==> src/sv/nscc_pkg.sv <==
// Shared types, constants and helper functions for the sentence capture block.
`default_nettype none
package nscc_pkg;

   localparam int TAG_BITS = 40;
   localparam int TAG_CHARS = 5;
   localparam logic [TAG_BITS-1:0] TAG_RESET = 40'h4750474741;
   localparam logic [7:0] MAX_SENTENCE = 8'd128;
   localparam logic [7:0] COUNT_MAX = 8'd255;
   localparam logic [7:0] HEADER_LEN = 8'd6;

   localparam logic [7:0] CH_DOLLAR = 8'h24;
   localparam logic [7:0] CH_STAR = 8'h2A;
   localparam logic [7:0] CH_NL = 8'h0A;
   localparam logic [7:0] CH_CR = 8'h0D;

   localparam logic [2:0] ST_BUSY = 3'd0;
   localparam logic [2:0] ST_OK = 3'd1;
   localparam logic [2:0] ST_MISMATCH = 3'd2;
   localparam logic [2:0] ST_FORMAT = 3'd3;
   localparam logic [2:0] ST_TRUNC = 3'd4;

   localparam int CSR_ADDR_BITS = 4;
   localparam int CSR_DATA_BITS = 64;
   localparam logic REG_TAG = 1'b0;

   typedef enum logic [3:0] {
      PH_BODY   = 4'b0001,
      PH_HEX_HI = 4'b0010,
      PH_HEX_LO = 4'b0100,
      PH_TAIL   = 4'b1000
   } phase_type;

   typedef struct packed {
      logic       valid;
      logic       header;
      logic [7:0] data;
      logic       last;
      logic [2:0] status;
   } result_type;

   // Pick tag character idx (0 = first, in the top byte).
   function automatic logic [7:0] tag_char(input logic [TAG_BITS-1:0] tag,
                                           input logic [2:0] idx);
      logic [7:0] c;
      case (idx)
         3'd0: c = tag[39:32];
         3'd1: c = tag[31:24];
         3'd2: c = tag[23:16];
         3'd3: c = tag[15:8];
         3'd4: c = tag[7:0];
         default: c = 8'h00;
      endcase
      return c;
   endfunction

   // Upper-case hex digit decode: {ok, value}.
   function automatic logic [4:0] hex_decode(input logic [7:0] b);
      logic [4:0] r;
      r = 5'd0;
      if (b inside {[8'h30:8'h39]}) begin
         r = {1'b1, 4'(b - 8'h30)};
      end else if (b inside {[8'h41:8'h46]}) begin
         r = {1'b1, 4'(b - 8'h37)};
      end
      return r;
   endfunction

endpackage
`default_nettype wire

==> src/sv/nscc_csr.sv <==
// Configuration register file: the sentence tag behind a simple APB-style port.
`default_nettype none
module nscc_csr (
   input  wire logic                                 clock,
   input  wire logic                                 reset,
   input  wire logic                                 csr_psel,
   input  wire logic                                 csr_penable,
   input  wire logic                                 csr_pwrite,
   input  wire logic [nscc_pkg::CSR_ADDR_BITS-1:0]   csr_paddr,
   input  wire logic [nscc_pkg::CSR_DATA_BITS-1:0]   csr_pwdata,
   output logic      [nscc_pkg::CSR_DATA_BITS-1:0]   csr_prdata,
   output logic                                      csr_pready,
   output logic      [nscc_pkg::TAG_BITS-1:0]        tag
);

   logic [nscc_pkg::TAG_BITS-1:0] tag_ff;
   logic [nscc_pkg::TAG_BITS-1:0] tag_in;
   logic                          hit_tag;

   assign hit_tag = (csr_paddr[3] == nscc_pkg::REG_TAG);

   always_comb begin
      tag_in = tag_ff;
      if (csr_psel && csr_penable && csr_pwrite && hit_tag) begin
         tag_in = csr_pwdata[nscc_pkg::TAG_BITS-1:0];
      end
   end

   always_ff @(posedge clock) begin
      if (reset) begin
         tag_ff <= nscc_pkg::TAG_RESET;
      end else begin
         tag_ff <= tag_in;
      end
   end

   assign csr_pready = 1'b1;
   assign csr_prdata = hit_tag ?
      {{(nscc_pkg::CSR_DATA_BITS-nscc_pkg::TAG_BITS){1'b0}}, tag_ff} :
      {nscc_pkg::CSR_DATA_BITS{1'b0}};
   assign tag = tag_ff;

endmodule
`default_nettype wire

==> src/sv/nscc_parser.sv <==
// Input register, tag hunt and sentence checksum state machine.
`default_nettype none
module nscc_parser (
   input  wire logic                          clock,
   input  wire logic                          reset,
   input  wire logic                          req_tvalid,
   output logic                               req_tready,
   input  wire logic [7:0]                    req_tdata,
   input  wire logic [nscc_pkg::TAG_BITS-1:0] tag,
   input  wire logic                          out_free,
   output nscc_pkg::result_type               res
);

   logic                in_valid_ff, in_valid_in;
   logic [7:0]          in_byte_ff, in_byte_in;
   logic [2:0]          pos_ff, pos_in;
   logic                active_ff, active_in;
   nscc_pkg::phase_type phase_ff, phase_in;
   logic [7:0]          xor_ff, xor_in;
   logic [7:0]          rxchk_ff, rxchk_in;
   logic [7:0]          cnt_ff, cnt_in;
   logic                derr_ff, derr_in;

   logic       has_result;
   logic       go;
   logic [7:0] b;
   logic [7:0] tag_xor;
   logic [4:0] hex;
   nscc_pkg::result_type r;

   assign b = in_byte_ff;

   always_comb begin
      tag_xor = 8'h00;
      for (int k = 0; k < nscc_pkg::TAG_CHARS; k++) begin
         tag_xor = tag_xor ^ nscc_pkg::tag_char(tag, 3'(k));
      end
   end

   assign hex = nscc_pkg::hex_decode(b);

   // Step logic for the byte held in the input register.
   always_comb begin
      pos_in = pos_ff;
      active_in = active_ff;
      phase_in = phase_ff;
      xor_in = xor_ff;
      rxchk_in = rxchk_ff;
      cnt_in = cnt_ff;
      derr_in = derr_ff;
      has_result = 1'b0;
      r = '0;
      r.data = b;
      r.status = nscc_pkg::ST_BUSY;
      if (!active_ff) begin
         if (pos_ff == 3'd0) begin
            if (b == nscc_pkg::CH_DOLLAR) begin
               pos_in = 3'd1;
            end
         end else if (pos_ff > 3'd5 || b != nscc_pkg::tag_char(tag, pos_ff - 3'd1)) begin
            pos_in = (b == nscc_pkg::CH_DOLLAR) ? 3'd1 : 3'd0;
         end else if (pos_ff < 3'd5) begin
            pos_in = pos_ff + 3'd1;
         end else begin
            pos_in = 3'd0;
            active_in = 1'b1;
            phase_in = nscc_pkg::PH_BODY;
            rxchk_in = 8'h00;
            derr_in = 1'b0;
            xor_in = tag_xor;
            cnt_in = nscc_pkg::HEADER_LEN;
            has_result = 1'b1;
            r.header = 1'b1;
            r.data = nscc_pkg::CH_DOLLAR;
         end
      end else begin
         has_result = 1'b1;
         if (cnt_ff < nscc_pkg::COUNT_MAX) begin
            cnt_in = cnt_ff + 8'd1;
         end
         if (b == nscc_pkg::CH_NL) begin
            r.last = 1'b1;
            if (phase_ff != nscc_pkg::PH_TAIL || derr_ff) begin
               r.status = nscc_pkg::ST_FORMAT;
            end else if (rxchk_ff == xor_ff) begin
               r.status = nscc_pkg::ST_OK;
            end else begin
               r.status = nscc_pkg::ST_MISMATCH;
            end
            active_in = 1'b0;
            pos_in = 3'd0;
         end else begin
            case (phase_ff)
               nscc_pkg::PH_BODY: begin
                  if (b == nscc_pkg::CH_STAR) begin
                     phase_in = nscc_pkg::PH_HEX_HI;
                  end else begin
                     xor_in = xor_ff ^ b;
                  end
               end
               nscc_pkg::PH_HEX_HI, nscc_pkg::PH_HEX_LO: begin
                  if (!hex[4]) begin
                     derr_in = 1'b1;
                  end
                  rxchk_in = {rxchk_ff[3:0], hex[3:0]};
                  phase_in = (phase_ff == nscc_pkg::PH_HEX_HI) ?
                             nscc_pkg::PH_HEX_LO : nscc_pkg::PH_TAIL;
               end
               default: begin
                  if (b != nscc_pkg::CH_CR) begin
                     derr_in = 1'b1;
                  end
               end
            endcase
            if (cnt_in >= nscc_pkg::MAX_SENTENCE) begin
               r.last = 1'b1;
               r.status = nscc_pkg::ST_TRUNC;
               active_in = 1'b0;
               pos_in = 3'd0;
            end
         end
      end
   end

   // Advance when the byte makes no beat or the result register can take one.
   assign go = in_valid_ff && (!has_result || out_free);
   assign req_tready = !in_valid_ff || go;

   always_comb begin
      res = r;
      res.valid = go && has_result;
   end

   always_comb begin
      in_valid_in = in_valid_ff;
      in_byte_in = in_byte_ff;
      if (req_tready) begin
         in_valid_in = req_tvalid;
         in_byte_in = req_tdata;
      end
   end

   always_ff @(posedge clock) begin
      if (reset) begin
         in_valid_ff <= 1'b0;
         pos_ff <= 3'd0;
         active_ff <= 1'b0;
         phase_ff <= nscc_pkg::PH_BODY;
         xor_ff <= 8'h00;
         rxchk_ff <= 8'h00;
         cnt_ff <= 8'h00;
         derr_ff <= 1'b0;
      end else begin
         in_valid_ff <= in_valid_in;
         if (go) begin
            pos_ff <= pos_in;
            active_ff <= active_in;
            phase_ff <= phase_in;
            xor_ff <= xor_in;
            rxchk_ff <= rxchk_in;
            cnt_ff <= cnt_in;
            derr_ff <= derr_in;
         end
      end
   end

   always_ff @(posedge clock) begin
      in_byte_ff <= in_byte_in;
   end

endmodule
`default_nettype wire

==> src/sv/nscc_out.sv <==
// Result register with the header burst sequencer.
`default_nettype none
module nscc_out (
   input  wire logic                          clock,
   input  wire logic                          reset,
   input  wire nscc_pkg::result_type          res,
   input  wire logic [nscc_pkg::TAG_BITS-1:0] tag,
   output logic                               out_free,
   output logic                               rsp_tvalid,
   input  wire logic                          rsp_tready,
   output logic [7:0]                         rsp_tdata,
   output logic                               rsp_tlast,
   output logic [2:0]                         rsp_tuser
);

   logic       valid_ff, valid_in;
   logic [7:0] data_ff, data_in;
   logic       last_ff, last_in;
   logic [2:0] status_ff, status_in;
   logic [2:0] left_ff, left_in;
   logic       burst;

   assign burst = (left_ff != 3'd0);
   assign out_free = !valid_ff || (rsp_tready && !burst);

   always_comb begin
      valid_in = valid_ff;
      data_in = data_ff;
      last_in = last_ff;
      status_in = status_ff;
      left_in = left_ff;
      if (valid_ff && rsp_tready && burst) begin
         // Step through the tag characters behind the dollar.
         data_in = nscc_pkg::tag_char(tag, 3'(nscc_pkg::TAG_CHARS) - left_ff);
         left_in = left_ff - 3'd1;
      end else if (res.valid) begin
         valid_in = 1'b1;
         data_in = res.data;
         last_in = res.last;
         status_in = res.status;
         left_in = res.header ? 3'(nscc_pkg::TAG_CHARS) : 3'd0;
      end else if (rsp_tready) begin
         valid_in = 1'b0;
      end
   end

   always_ff @(posedge clock) begin
      if (reset) begin
         valid_ff <= 1'b0;
         left_ff <= 3'd0;
      end else begin
         valid_ff <= valid_in;
         left_ff <= left_in;
      end
   end

   always_ff @(posedge clock) begin
      data_ff <= data_in;
      last_ff <= last_in;
      status_ff <= status_in;
   end

   assign rsp_tvalid = valid_ff;
   assign rsp_tdata = data_ff;
   assign rsp_tlast = last_ff;
   assign rsp_tuser = status_ff;

endmodule
`default_nettype wire

==> src/sv/nmea_sentence_capture_check_core.sv <==
// NMEA sentence capture core: tag hunt, pass-through and checksum verdict.
// Path: an accepted byte passes the input register and then the result register.
// Throughput: one byte per cycle while the result register is free; the byte that
// completes the header yields six beats, and input waits until the last one is taken.
// Reset (synchronous, active high) clears all control state and loads the tag "GPGGA".
// No clearing pass: the block takes bytes as soon as reset is released.
`default_nettype none
module nmea_sentence_capture_check_core (
   input  wire logic                               clock,
   input  wire logic                               reset,
   // Receive byte stream
   input  wire logic                               req_tvalid,
   output logic                                    req_tready,
   input  wire logic [7:0]                         req_tdata,   // [7:0] rx_byte
   // Captured sentence beats
   output logic                                    rsp_tvalid,
   input  wire logic                               rsp_tready,
   output logic [7:0]                              rsp_tdata,   // [7:0] out_byte
   output logic                                    rsp_tlast,   // is_last
   output logic [2:0]                              rsp_tuser,   // [2:0] status
   // Configuration
   input  wire logic                               csr_psel,
   input  wire logic                               csr_penable,
   input  wire logic                               csr_pwrite,
   input  wire logic [nscc_pkg::CSR_ADDR_BITS-1:0] csr_paddr,
   input  wire logic [nscc_pkg::CSR_DATA_BITS-1:0] csr_pwdata,
   output logic      [nscc_pkg::CSR_DATA_BITS-1:0] csr_prdata,
   output logic                                    csr_pready
);

   logic [nscc_pkg::TAG_BITS-1:0] tag;
   logic                          out_free;
   nscc_pkg::result_type          res;

   // Tag register; the user must change it only while no sentence is in flight (not enforced).
   nscc_csr u_csr (
      .clock       (clock),
      .reset       (reset),
      .csr_psel    (csr_psel),
      .csr_penable (csr_penable),
      .csr_pwrite  (csr_pwrite),
      .csr_paddr   (csr_paddr),
      .csr_pwdata  (csr_pwdata),
      .csr_prdata  (csr_prdata),
      .csr_pready  (csr_pready),
      .tag         (tag)
   );

   // Input register plus the hunt/check state; advance one byte per cycle
   // whenever the byte makes no beat or the result register is free.
   nscc_parser u_parser (
      .clock      (clock),
      .reset      (reset),
      .req_tvalid (req_tvalid),
      .req_tready (req_tready),
      .req_tdata  (req_tdata),
      .tag        (tag),
      .out_free   (out_free),
      .res        (res)
   );

   // Result register; on a header it plays out '$' then the five tag characters.
   nscc_out u_out (
      .clock      (clock),
      .reset      (reset),
      .res        (res),
      .tag        (tag),
      .out_free   (out_free),
      .rsp_tvalid (rsp_tvalid),
      .rsp_tready (rsp_tready),
      .rsp_tdata  (rsp_tdata),
      .rsp_tlast  (rsp_tlast),
      .rsp_tuser  (rsp_tuser)
   );

   // A beat is only produced when the result register can take it.
   a_res_fits: assert property (@(posedge clock) disable iff (reset)
      res.valid |-> out_free)
      else $error("result produced while result register busy");

   // A header always starts with the dollar beat.
   a_hdr_dollar: assert property (@(posedge clock) disable iff (reset)
      (res.valid && res.header) |=> (rsp_tvalid && rsp_tdata == nscc_pkg::CH_DOLLAR
                                     && !rsp_tlast))
      else $error("header burst did not start with dollar");

   // Verdicts travel only on the final beat, and every final beat has one.
   a_status_last: assert property (@(posedge clock) disable iff (reset)
      rsp_tvalid |-> (rsp_tlast == (rsp_tuser != nscc_pkg::ST_BUSY)))
      else $error("status and last flag disagree");

endmodule
`default_nettype wire
==> config.mk <==
export PLATFORM = sky130hd
export DESIGN_NAME = nmea_sentence_capture_check_core
export DESIGN_NICKNAME = d
export VERILOG_FILES = /design/src/sv/nscc_pkg.sv /design/src/sv/nscc_csr.sv /design/src/sv/nscc_parser.sv /design/src/sv/nscc_out.sv /design/src/sv/nmea_sentence_capture_check_core.sv
export SDC_FILE = /design/constraint.sdc
export NUM_CORES = 1
export LEC_CHECK = 0
export CAP_MARGIN = 20
export CORE_MARGIN = 2
export CORE_UTILIZATION = 50
export DETAILED_ROUTE_END_ITERATION = 10
export DONT_BUFFER_PORTS = 1
export GPL_TIMING_DRIVEN = 0
export PLACE_DENSITY = 0.75
export RECOVER_POWER = 100
export REMOVE_ABC_BUFFERS = 1
export SYNTH_ARGS = -nofsm -noshare
export SYNTH_HDL_FRONTEND = slang
export SYNTH_HIERARCHICAL = 1
export SYNTH_SLANG_ARGS = --single-unit
==> constraint.sdc <==
create_clock -name clock -period 4.75 [get_ports clock]
set_input_delay 0.2375 -clock clock [delete_from_list [all_inputs] [get_ports clock]]
set_output_delay 0.2375 -clock clock [all_outputs]
set_load 0.02 [all_outputs]
==> run_results.csv, run 1 <==
group,metric,value,unit
outcome,status,"finished with violations",
outcome,violations,"capacitance limit, slew limit",
worst_setup_path,worstPathCellList,"inv_1 -> ha_1 -> ha_1 -> a21oi_1 -> a22o_1 -> a2111oi_2 -> nor4b_4 -> a31oi_1 -> nor2_1 -> inv_1 -> nor2_1",
cells_and_area,fin_nets,815,
floorplan,pin_count,162,
synthesis,synth-simple-area-share,0.2300,
global_route,met1_usage,0.2738,
sta,tns,0,ns
worst_setup_path,ff2ff_setup_slack,0.29,ns
detailed_routing,viasPerCell,6.006,
placed_design,dp_hpwl,11.21,mm
synthesis,synth_top_cell_by_area,"dfxtp_1",
synthesis,synth_area,0.006501,mm²
power,power.density,259.7,mW/mm²
sta,fin_crit,4.458,ns
floorplan,die_y,118.0,µm
sta,slew_headroom,-0.1561,
worst_setup_path,crit_type,"flip-flop to flip-flop",
sta,setup_viol,0,
placed_design,port_buffers,0,
synthesis,yosysTopAreaCellShare,0.2402,
global_route,top_usage_layer,"met2",
placed_design,gp_congestion,0.9039,
global_route,grt_overflow,0,
detailed_routing,detail-route-antenna-nets,0,
floorplan,die_area,0.01393,mm²
global_route,antenna_found_initial,0,
synthesis,synth_cell_type_count,69,
sta,skew,0.008214,ns
sta,rsz0062_at_grt,"no",
clocking,cts_resized,0,
synthesis,synth_xor_area_frac,0.06986,
clocking,htreeDepth,3,
clocking,cts_tree,"yes",
min_path,whs_path_depth,2,
cells_and_area,area_growth,3.060,%
sta,worstMarginPinSlew,1.734,ns
detailed_routing,vias,5357,
clocking,clkSinkCount,98,
detailed_routing,wl_per_cell,17.73,µm
detailed_routing,drc_errors,0,
sta,period_share,0.9385,
worst_setup_path,timing.rr.end,"u_out/rsp_tuser[0]$_DFFE_PP_",
clocking,clock_latency,0.35,ns
synthesis,synthTopCellsByArea,"dfxtp_1, edfxtp_1, mux2i_1, xnor2_1, nand2b_1",
sta,worst_slack,0.2923,ns
clocking,ctsLongestPathBuffers,2,
cells_and_area,diodes,0,
detailed_routing,drt-total-wl,15.82,mm
synthesis,synth.area.mux_share,0.08776,
floorplan,core-area,0.01267,mm²
synthesis,synthTopCellsByCount,"dfxtp_1, nor2_1, nand2b_1",
min_path,whs_endpoint,"u_parser/in_valid_ff$_SDFFE_PP0P_",
worst_setup_path,rr_worst_depth,11,
sta,fmax,224.3,MHz
worst_setup_path,r2r_start,"u_parser/pos_ff[0]$_SDFFE_PP0P_",
power,ir_drop,0.0001671,V
worst_setup_path,cpMaxStageDelayCell,"ha_1",
cells_and_area,drive_gt1_frac,0.04028,
synthesis,ys.flop_type,"dfxtp_1",
worst_setup_path,crit_arrival,4.45,ns
global_route,grtUsageTotal,0.2180,
synthesis,async_flop_share,0,
synthesis,synth_top_family_by_area,"simple AND/OR/NAND/NOR gates",
min_path,hold_class,"primary input to flip-flop",
floorplan,start_util,0.5131,
synthesis,ys_ff_latch,98,
synthesis,synth_edf_count,20,
synthesis,synth_compound_area_frac,0.1615,
global_route,gr-usage-met2,0.3634,
global_route,grt_pass1_vias,4965,
clocking,cts_hold_buf,9,
power,p_leak,2.309,nW
clocking,clk_pin_slew,0.07,ns
worst_setup_path,cp-end-kind,"flip-flop",
sta,slew_violations,26,
synthesis,synth.avg_cell_area,8.821,µm²
synthesis,synth.most_common_cell,"dfxtp_1",
worst_setup_path,slowest_delay,0.71,ns
global_route,grt_max_degree,91,
cells_and_area,fillerInstances,1169,
worst_setup_path,critPathMaxFanout,21,
clocking,clk_root_buffer_cell,"clkbuf_16",
clocking,cts_setup_buffers,0,
global_route,use_met3,0.04990,
worst_setup_path,critical_path_required,4.74,ns
clocking,cts_made_buffers,9,
floorplan,num_rows,41,
placed_design,dpl.cell_count,865,
worst_setup_path,worst_setup_path_start_kind,"flip-flop",
sta,hold_viol,0,
synthesis,syn_inst,737,
global_route,grt_pass1_wl,24.87,mm
placed_design,place_ws,0.4561,ns
run,drv_cap,1,
min_path,min_from,"req_tvalid",
floorplan,die_w,118.0,µm
cells_and_area,stdcell_count,892,
synthesis,synthAdderAreaFrac,0.03272,
synthesis,yosys_warnings,6,
detailed_routing,drtPass1Iterations,6,
detailed_routing,drt-initial-drc-count,464,
synthesis,ys_seq_area_frac,0.3326,
-- critical path: cells and delay by family (launching register included) --
family | cells | cell delay [ns]
fa+ha+maj | 2 | 0.94
compound gates | 4 | 1.04
buf+inv | 2 | 0.34
simple gates | 3 | 1.32
flops | 1 | 0.45
-- flip-flops by register name (all words and copies together), names as in the netlist --
name                  flops
u_csr/tag                40
u_out/left_ff             3
u_out/rsp_tdata           8
u_out/rsp_tlast           1
u_out/rsp_tuser           3
u_out/rsp_tvalid          1
u_parser/active_ff        1
u_parser/b                8
u_parser/cnt_ff           8
u_parser/derr_ff          1
u_parser/in_valid_ff      1
u_parser/phase_ff         4
u_parser/pos_ff           3
u_parser/rxchk_ff         8
u_parser/xor_ff           8
-- how the worst max path moves through the flow --
stage | from | to | slack [ns]
final | u_parser/pos_ff[0]$_SDFFE_PP0P_ | u_out/rsp_tuser[0]$_DFFE_PP_ | 0.29
after detailed placement | u_parser/pos_ff[0]$_SDFFE_PP0P_ | u_out/rsp_tlast$_DFFE_PP_ | 0.46
after CTS | u_parser/pos_ff[0]$_SDFFE_PP0P_ | u_out/rsp_tuser[0]$_DFFE_PP_ | 0.43
after global placement | u_parser/pos_ff[0]$_SDFFE_PP0P_ | u_out/rsp_tuser[1]$_DFFE_PP_ | 0.31
after floorplan | u_parser/pos_ff[0]$_SDFFE_PP0P_ | u_out/rsp_tlast$_DFFE_PP_ | 1.15
after global routing | u_parser/pos_ff[0]$_SDFFE_PP0P_ | u_out/rsp_tuser[0]$_DFFE_PP_ | 0.04
-- cells in the final DEF, fill, tap and decap left out, types with 4 or more instances in the layout --
master and count:
ha_1 17, a222oi_1 5, dfxtp_1 78, clkbuf_16 9
a32oi_1 5, clkbuf_1 5, nand3_1 8, a21oi_1 35
a221oi_1 4, o21ai_0 26, nor2_1 70, nor4b_1 4
edfxtp_1 20, nand2_1 48, and3_1 4, dlygate4sd3_1 9
xnor2_1 50, a32o_1 4, nor3_1 5, o211a_1 4
inv_1 22, a22oi_1 13, o21a_1 6, nor2b_1 46
o311ai_0 8, nand4_1 13, a31oi_1 9, conb_1 25
mux2_1 6, nand2b_1 56, mux2i_1 48
-- area by class of cell --
class,instances,area [µm²],share of cell area
multi-input cells,571,3841,0.5733
flip-flops and latches,98,2162,0.3227
clock buffers,12,246.5,0.03679
well taps,172,215.2,0.03212
repair buffers,13,108.9,0.01625
inverters,22,82.58,0.01232
clock inverters,4,43.79,0.006536
-- layer usage --
layer,routed length [µm],up-vias
li1,-,2500
met1,6661,2537
met2,7512,285
met3,1267,35
met5,0,-
met4,375,0
-- power breakdown --
group,switching [W],total [W],internal [W]
clock,0.000303,0.000722,0.000420
combinational,0.0000855,0.000139,0.0000538
sequential,0.0000196,0.000879,0.000859
total,0.000408,0.00174,0.00133
-- metrics by stage --
stage	utilization	hold slack [ns]	instance area, µm²	total power, W
after global placement	0.5000	0.3188	6336	0.001024
final	0.5288	0.01647	6700	0.001740
after detailed placement	0.5023	0.3233	6365	0.001028
after CTS	0.5323	0.005984	6745	0.001752
after floorplan	-	0.3066	6121	0.001004
after global routing	0.5288	0.005139	6700	0.001797
-- cell families (layout without fill, tap and decap cells) --
| logic type | after synthesis | after routing |
|---|---|---|
| simple gates | 273 | 273 |
| compound gates | 149 | 149 |
| flops | 98 | 98 |
| buf+inv | 91 | 51 |
| mux | 56 | 56 |
| xor+xnor | 51 | 51 |
| fa+ha+maj | 17 | 17 |
| other cells | 2 | 25 |
(Power assumes the default switching activity.)
==> run 2: changes to the inputs <==
--- a/config.mk
+++ b/config.mk
@@ -5,6 +5,7 @@
 export SDC_FILE = /design/constraint.sdc
 export NUM_CORES = 1
 export LEC_CHECK = 0
+export ABC_AREA = 1
 export CAP_MARGIN = 20
 export CORE_MARGIN = 2
 export CORE_UTILIZATION = 50
==> run_results.csv, run 2 <==
group,metric,value,unit
worst_setup_path,critPathTopFamily,"simple AND/OR/NAND/NOR gates",
synthesis,synth_area,0.006839,mm²
synthesis,syn_inst,1050,
cells_and_area,layout_commonest_cell,"nand2_1",
synthesis,ys_ff_latch,98,
worst_setup_path,worstPathCellList,"inv_1 -> ha_1 -> ha_1 -> inv_2 -> nand2_1 -> nor2_1 -> nor2_1 -> nand3_1 -> nand2_1 -> nand2_1 -> nor2_1 -> nand3_2 -> nor2_1 -> inv_1 -> o21ai_0 -> inv_1 -> nand2_1 -> nor2_1",
synthesis,synth_top_cell_by_area,"dfxtp_1",
run,drv_cap,1,
global_route,grt_pass1_vias,5745,
worst_setup_path,critical_path_depth,18,
detailed_routing,drtPass1Iterations,5,
sta,period_share,0.8589,
clocking,cts_resized,0,
synthesis,synth.avg_cell_area,6.513,µm²
worst_setup_path,worst-path-buf-inv,4,
sta,skew,0.007136,ns
worst_setup_path,critPathLaunch,"u_parser/pos_ff[0]$_SDFFE_PP0P_",
worst_setup_path,crit_arrival,4.33,ns
sta,setup_viol,0,
power,power.density,270.5,mW/mm²
synthesis,yosys_warnings,6,
synthesis,synthTopCellsByArea,"dfxtp_1, nand2_1, nor2_1, inv_1, edfxtp_1",
clocking,ctsLongestPathBuffers,2,
floorplan,die_y,121.0,µm
sta,slew_violations,41,
cells_and_area,fillerInstances,1365,
global_route,grt_pass1_wl,27.32,mm
clocking,cts_setup_buffers,0,
worst_setup_path,cpMaxStageDelayCell,"nor2_1",
synthesis,ys.flop_type,"dfxtp_1",
clocking,cts_made_buffers,9,
power,ir_drop,0.0002358,V
worst_setup_path,slowest_delay,0.61,ns
clocking,cts_hold_buf,9,
detailed_routing,vias,6235,
synthesis,yosysTopAreaCellShare,0.2283,
sta,slew_headroom,-0.9419,
sta,rsz0062_at_grt,"no",
detailed_routing,drt-initial-drc-count,540,
cells_and_area,design_area,0.007083,mm²
sta,tns,0,ns
cells_and_area,area_growth,3.567,%
cells_and_area,diodes,0,
worst_setup_path,cpMostUsedCell,"nor2_1",
cells_and_area,largest_reg_flops,40,
placed_design,placedInstanceArea,0.006731,mm²
floorplan,core-area,0.01330,mm²
placed_design,dp_hpwl,12.06,mm
clocking,htreeDepth,3,
synthesis,synthTopCellsByCount,"nand2_1, nor2_1, inv_1",
worst_setup_path,r2r_start,"u_parser/pos_ff[0]$_SDFFE_PP0P_",
worst_setup_path,rr_worst_depth,18,
outcome,status,"finished with violations",
min_path,hold_class,"primary input to flip-flop",
sta,hold_viol,0,
sta,fmax,245.1,MHz
placed_design,port_buffers,0,
worst_setup_path,endpoint,"u_parser/cnt_ff[4]$_SDFFE_PP0P_",
floorplan,die_w,121.0,µm
detailed_routing,drc_errors,0,
worst_setup_path,timing.rr.end,"u_parser/cnt_ff[4]$_SDFFE_PP0P_",
floorplan,start_util,0.5144,
clocking,clock_latency,0.35,ns
global_route,antenna_found_initial,0,
detailed_routing,viasPerCell,5.140,
placed_design,gp_congestion,0.9085,
synthesis,synth_cell_type_count,43,
cells_and_area,utilization,0.5328,
cells_and_area,drive_gt1_frac,0.04243,
synthesis,async_flop_share,0,
cells_and_area,final_cell_mix,"nand2_1, nor2_1, inv_1, nand3_1, dfxtp_1",
global_route,grt_overflow,0,
clocking,cts_tree,"yes",
detailed_routing,detail-route-antenna-nets,0,
floorplan,die_area,0.01463,mm²
global_route,grtUsageTotal,0.2340,
clocking,clk_pin_slew,0.06,ns
power,p_leak,3.524,nW
worst_setup_path,critical_path_required,5.00,ns
synthesis,ys_seq_area_frac,0.3161,
detailed_routing,wl_per_cell,13.54,µm
cells_and_area,fin_nets,1132,
worst_setup_path,critPathMaxFanout,11,
sta,worstMarginPinSlew,2.902,ns
worst_setup_path,cp-end-kind,"flip-flop",
worst_setup_path,worst_setup_path_start_kind,"flip-flop",
floorplan,num_rows,42,
outcome,violations,"capacitance limit, slew limit",
global_route,grt_max_degree,43,
sta,fin_crit,4.080,ns
worst_setup_path,ff2ff_setup_slack,0.67,ns
synthesis,synth_edf_count,20,
floorplan,pin_count,162,
clocking,clkSinkCount,98,
synthesis,synth.most_common_cell,"nand2_1",
detailed_routing,drt-total-wl,16.43,mm
clocking,clk_root_buffer_cell,"clkbuf_16",
worst_setup_path,crit_type,"flip-flop to flip-flop",
## run 2: changes by cell type in the layout (fill, tap and decap cells not counted), sizes merged, moves of 48 or more
| cell | before | now |
|---|---|---|
| inv | 22 | 166 |
| mux2i | 48 | 0 |
| nand2 | 48 | 239 |
| nand2b | 56 | 0 |
| nand3 | 9 | 106 |
| nor2 | 70 | 194 |
## run 2: layout make-up
cell class | instances | area [µm²] | area share
clock buffers | 14 | 307.8 | 0.04346
clock inverters | 2 | 12.51 | 0.001766
inverters | 169 | 635.6 | 0.08974
multi-input cells | 744 | 3627 | 0.5121
flip-flops and latches | 98 | 2162 | 0.3052
well taps | 176 | 220.2 | 0.03109
repair buffers | 10 | 117.6 | 0.01660
## run 2: power by group
group | leakage [nW] | internal (W) | switching [W]
clock | 0.154 | 0.000450 | 0.000311
sequential | 0.819 | 0.000871 | 0.0000385
combinational | 2.55 | 0.0000768 | 0.000168
total | 3.52 | 0.00140 | 0.000517
## run 2: per-layer routing
| layer | GRT usage | vias up | part of all wire |
|---|---|---|---|
| li1 | - | 3169 | - |
| met1 | 0.3009 | 2829 | 0.44 |
| met2 | 0.3897 | 213 | 0.47 |
| met3 | 0.04229 | 24 | 0.064 |
| met4 | 0.08939 | 0 | 0.022 |
| met5 | 0 | - | 0 |
## run 2: worst min-delay path by stage
stage | startpoint | endpoint | slack, ns | cells past startpoint
floorplan | reset | u_out/rsp_tvalid$_SDFFE_PP0P_ | 0.31 | 1
global placement | reset | u_parser/cnt_ff[5]$_SDFFE_PP0P_ | 0.31 | 1
detailed placement | reset | u_parser/rxchk_ff[4]$_SDFFE_PP0P_ | 0.31 | 1
CTS | csr_pwdata[0] | u_csr/tag[0]$_SDFFE_PP1P_ | 0.0001 | 2
global route | csr_pwdata[28] | u_csr/tag[28]$_SDFFE_PP1P_ | 0.003 | 2
finish | csr_pwdata[0] | u_csr/tag[0]$_SDFFE_PP1P_ | 0.01 | 2
## run 2: kinds of logic (layout without fill, tap and decap cells)
kind of cell	after synthesis	count (layout)	share of synthesized area
compound gates	74	74	0.06074
xor+xnor	45	45	0.05763
fa+ha+maj	17	17	0.03110
buf+inv	231	195	0.1575
flops	98	98	0.3161
other cells	2	25	0.001098
simple gates	583	583	0.3758
## run 2: stage by stage
step / power [W] / hold slack, ns / cells / setup WS [ns]
finish: 0.001916 / 0.01044 / 1213 / 0.6702
global route: 0.002003 / 0.003308 / 1213 / 0.2581
CTS: 0.001939 / 0.0001058 / 1213 / 0.7700
detailed placement: 0.001165 / 0.3116 / 1188 / 0.8066
global placement: 0.001160 / 0.3100 / 1187 / 0.8934
floorplan: 0.001109 / 0.3066 / 1011 / 1.714
==> run 3: changes to the inputs <==
--- a/config.mk
+++ b/config.mk
@@ -13,7 +13,7 @@
 export DONT_BUFFER_PORTS = 1
 export GPL_TIMING_DRIVEN = 0
 export PLACE_DENSITY = 0.75
-export RECOVER_POWER = 100
+export RECOVER_POWER = 50
 export REMOVE_ABC_BUFFERS = 1
 export SYNTH_ARGS = -nofsm -noshare
 export SYNTH_HDL_FRONTEND = slang
==> run_results.csv, run 3 (synthesis results as in run 2) <==
group,metric,value,unit
outcome,status,"finished with violations",
outcome,violations,"capacitance limit, slew limit",
cells_and_area,layout_commonest_cell,"nand2_1",
worst_setup_path,critPathMaxFanout,11,
global_route,grt_pass1_wl,27.32,mm
sta,fmax,251.0,MHz
floorplan,num_rows,42,
global_route,antenna_found_initial,0,
detailed_routing,drt-initial-drc-count,538,
run,drv_cap,1,
worst_setup_path,critPathLaunch,"u_parser/pos_ff[0]$_SDFFE_PP0P_",
worst_setup_path,crit_type,"flip-flop to flip-flop",
detailed_routing,drc_errors,0,
global_route,grt_pass1_vias,5745,
floorplan,start_util,0.5144,
worst_setup_path,timing.rr.end,"u_out/left_ff[0]$_SDFFE_PP0P_",
global_route,grt_max_degree,43,
clocking,cts_made_buffers,9,
clocking,clkSinkCount,98,
floorplan,core-area,0.01330,mm²
power,p_leak,3.526,nW
worst_setup_path,rr_worst_depth,22,
detailed_routing,vias,6248,
sta,setup_viol,0,
clocking,ctsLongestPathBuffers,2,
worst_setup_path,worst_setup_path_start_kind,"flip-flop",
sta,hold_viol,0,
worst_setup_path,crit_arrival,4.24,ns
detailed_routing,wl_per_cell,13.53,µm
global_route,grtUsageTotal,0.2340,
clocking,cts_setup_buffers,0,
worst_setup_path,cp-end-kind,"flip-flop",
placed_design,gp_congestion,0.9085,
global_route,grt_overflow,0,
cells_and_area,fillerInstances,1358,
sta,tns,0,ns
placed_design,port_buffers,0,
floorplan,die_w,121.0,µm
cells_and_area,utilization,0.5360,
sta,worstMarginPinSlew,2.909,ns
clocking,clock_latency,0.35,ns
cells_and_area,fin_nets,1132,
worst_setup_path,r2r_start,"u_parser/pos_ff[0]$_SDFFE_PP0P_",
min_path,hold_class,"primary input to flip-flop",
detailed_routing,viasPerCell,5.151,
power,power.total,0.001919,W
placed_design,dp_hpwl,12.06,mm
clocking,cts_resized,0,
floorplan,die_y,121.0,µm
cells_and_area,largest_reg_flops,40,
sta,period_share,0.8387,
worst_setup_path,critical_path_required,5.00,ns
sta,slew_headroom,-0.9467,
cells_and_area,final_cell_mix,"nand2_1, nor2_1, inv_1, nand3_1, dfxtp_1",
sta,rsz0062_at_grt,"no",
floorplan,pin_count,162,
power,power.density,269.4,mW/mm²
floorplan,die_area,0.01463,mm²
clocking,clk_pin_slew,0.06,ns
detailed_routing,detail-route-antenna-nets,0,
sta,slew_violations,41,
cells_and_area,diodes,0,
power,ir_drop,0.0002357,V
detailed_routing,drtPass1Iterations,5,
sta,fin_crit,3.984,ns
clocking,htreeDepth,3,
detailed_routing,drt-total-wl,16.41,mm
clocking,clk_root_buffer_cell,"clkbuf_16",
clocking,cts_tree,"yes",
worst_setup_path,endpoint,"u_out/left_ff[0]$_SDFFE_PP0P_",
sta,hold_ws,0.01151,ns
cells_and_area,drive_gt1_frac,0.05207,
worst_setup_path,ff2ff_setup_slack,0.77,ns
cells_and_area,area_growth,4.189,%
sta,skew,0.008232,ns
[run 3: repair_timing]
action                     in CTS  in global routing
setup endpoints to repair       0                  0
hold buffers                    9                  0
hold endpoints to repair       23                  0
[run 3: critical path: stages, from the launching register on]
cell and delay, ns:
dfxtp_1 0.43, inv_1 0.14, ha_1 0.22, ha_1 0.45
inv_2 0.17, nand2_1 0.24, nor2_1 0.06, nor2_1 0.17
nand3_1 0.09, nand2_1 0.07, nand2_1 0.04, nor2_1 0.25
nand3_2 0.15, nand2_2 0.14, nand3_4 0.15, clkinv_1 0.20
inv_1 0.10, nand2_1 0.41, inv_1 0.12, nand2_1 0.09
nand3_1 0.07, nand2_1 0.06, inv_1 0.03
[run 3: metal layers]
metal | up-vias | routed length (µm) | GRT usage
li1 | 3172 | - | -
met1 | 2829 | 7132 | 0.3009
met2 | 225 | 7775 | 0.3897
met3 | 22 | 1149 | 0.04229
met4 | 0 | 349 | 0.08939
met5 | - | 0 | 0
[run 3: through the flow]
step,std cells,area (µm²),worst slack [ns]
after detailed placement,1188,6731,0.8066
final,1213,7126,0.7664
after global placement,1187,6704,0.8934
after global routing,1213,7126,0.2749
after floorplan,1011,6484,1.714
after CTS,1213,7142,0.7700
[run 3: final cells by class]
type                       count  area [µm²]  share of cell area
clock inverter                 2       12.51            0.001756
timing repair buffer          10       117.6             0.01651
multi-input combinational    744        3670              0.5150
tap                          176       220.2             0.03090
inverter                     169       635.6             0.08920
sequential                    98        2162              0.3034
clock buffer                  14       307.8             0.04320
[run 3: how the worst min path moves through the flow]
| stage | start | to | slack [ns] | depth (start not counted) |
|---|---|---|---|---|
| after floorplan | reset | u_out/rsp_tvalid$_SDFFE_PP0P_ | 0.31 | 1 |
| after global placement | reset | u_parser/cnt_ff[5]$_SDFFE_PP0P_ | 0.31 | 1 |
| after detailed placement | reset | u_parser/rxchk_ff[4]$_SDFFE_PP0P_ | 0.31 | 1 |
| after CTS | csr_pwdata[0] | u_csr/tag[0]$_SDFFE_PP1P_ | 0.0001 | 2 |
| after global routing | csr_pwdata[28] | u_csr/tag[28]$_SDFFE_PP1P_ | 0.003 | 2 |
| final | csr_pwdata[0] | u_csr/tag[0]$_SDFFE_PP1P_ | 0.01 | 2 |
[run 3: report_power, final]
group | total, W | internal, W | switching [W] | leakage (nW)
Clock | 0.000762 | 0.000450 | 0.000311 | 0.154
Combinational | 0.000247 | 0.0000774 | 0.000170 | 2.55
Sequential | 0.000910 | 0.000871 | 0.0000390 | 0.819
Total | 0.00192 | 0.00140 | 0.000520 | 3.53
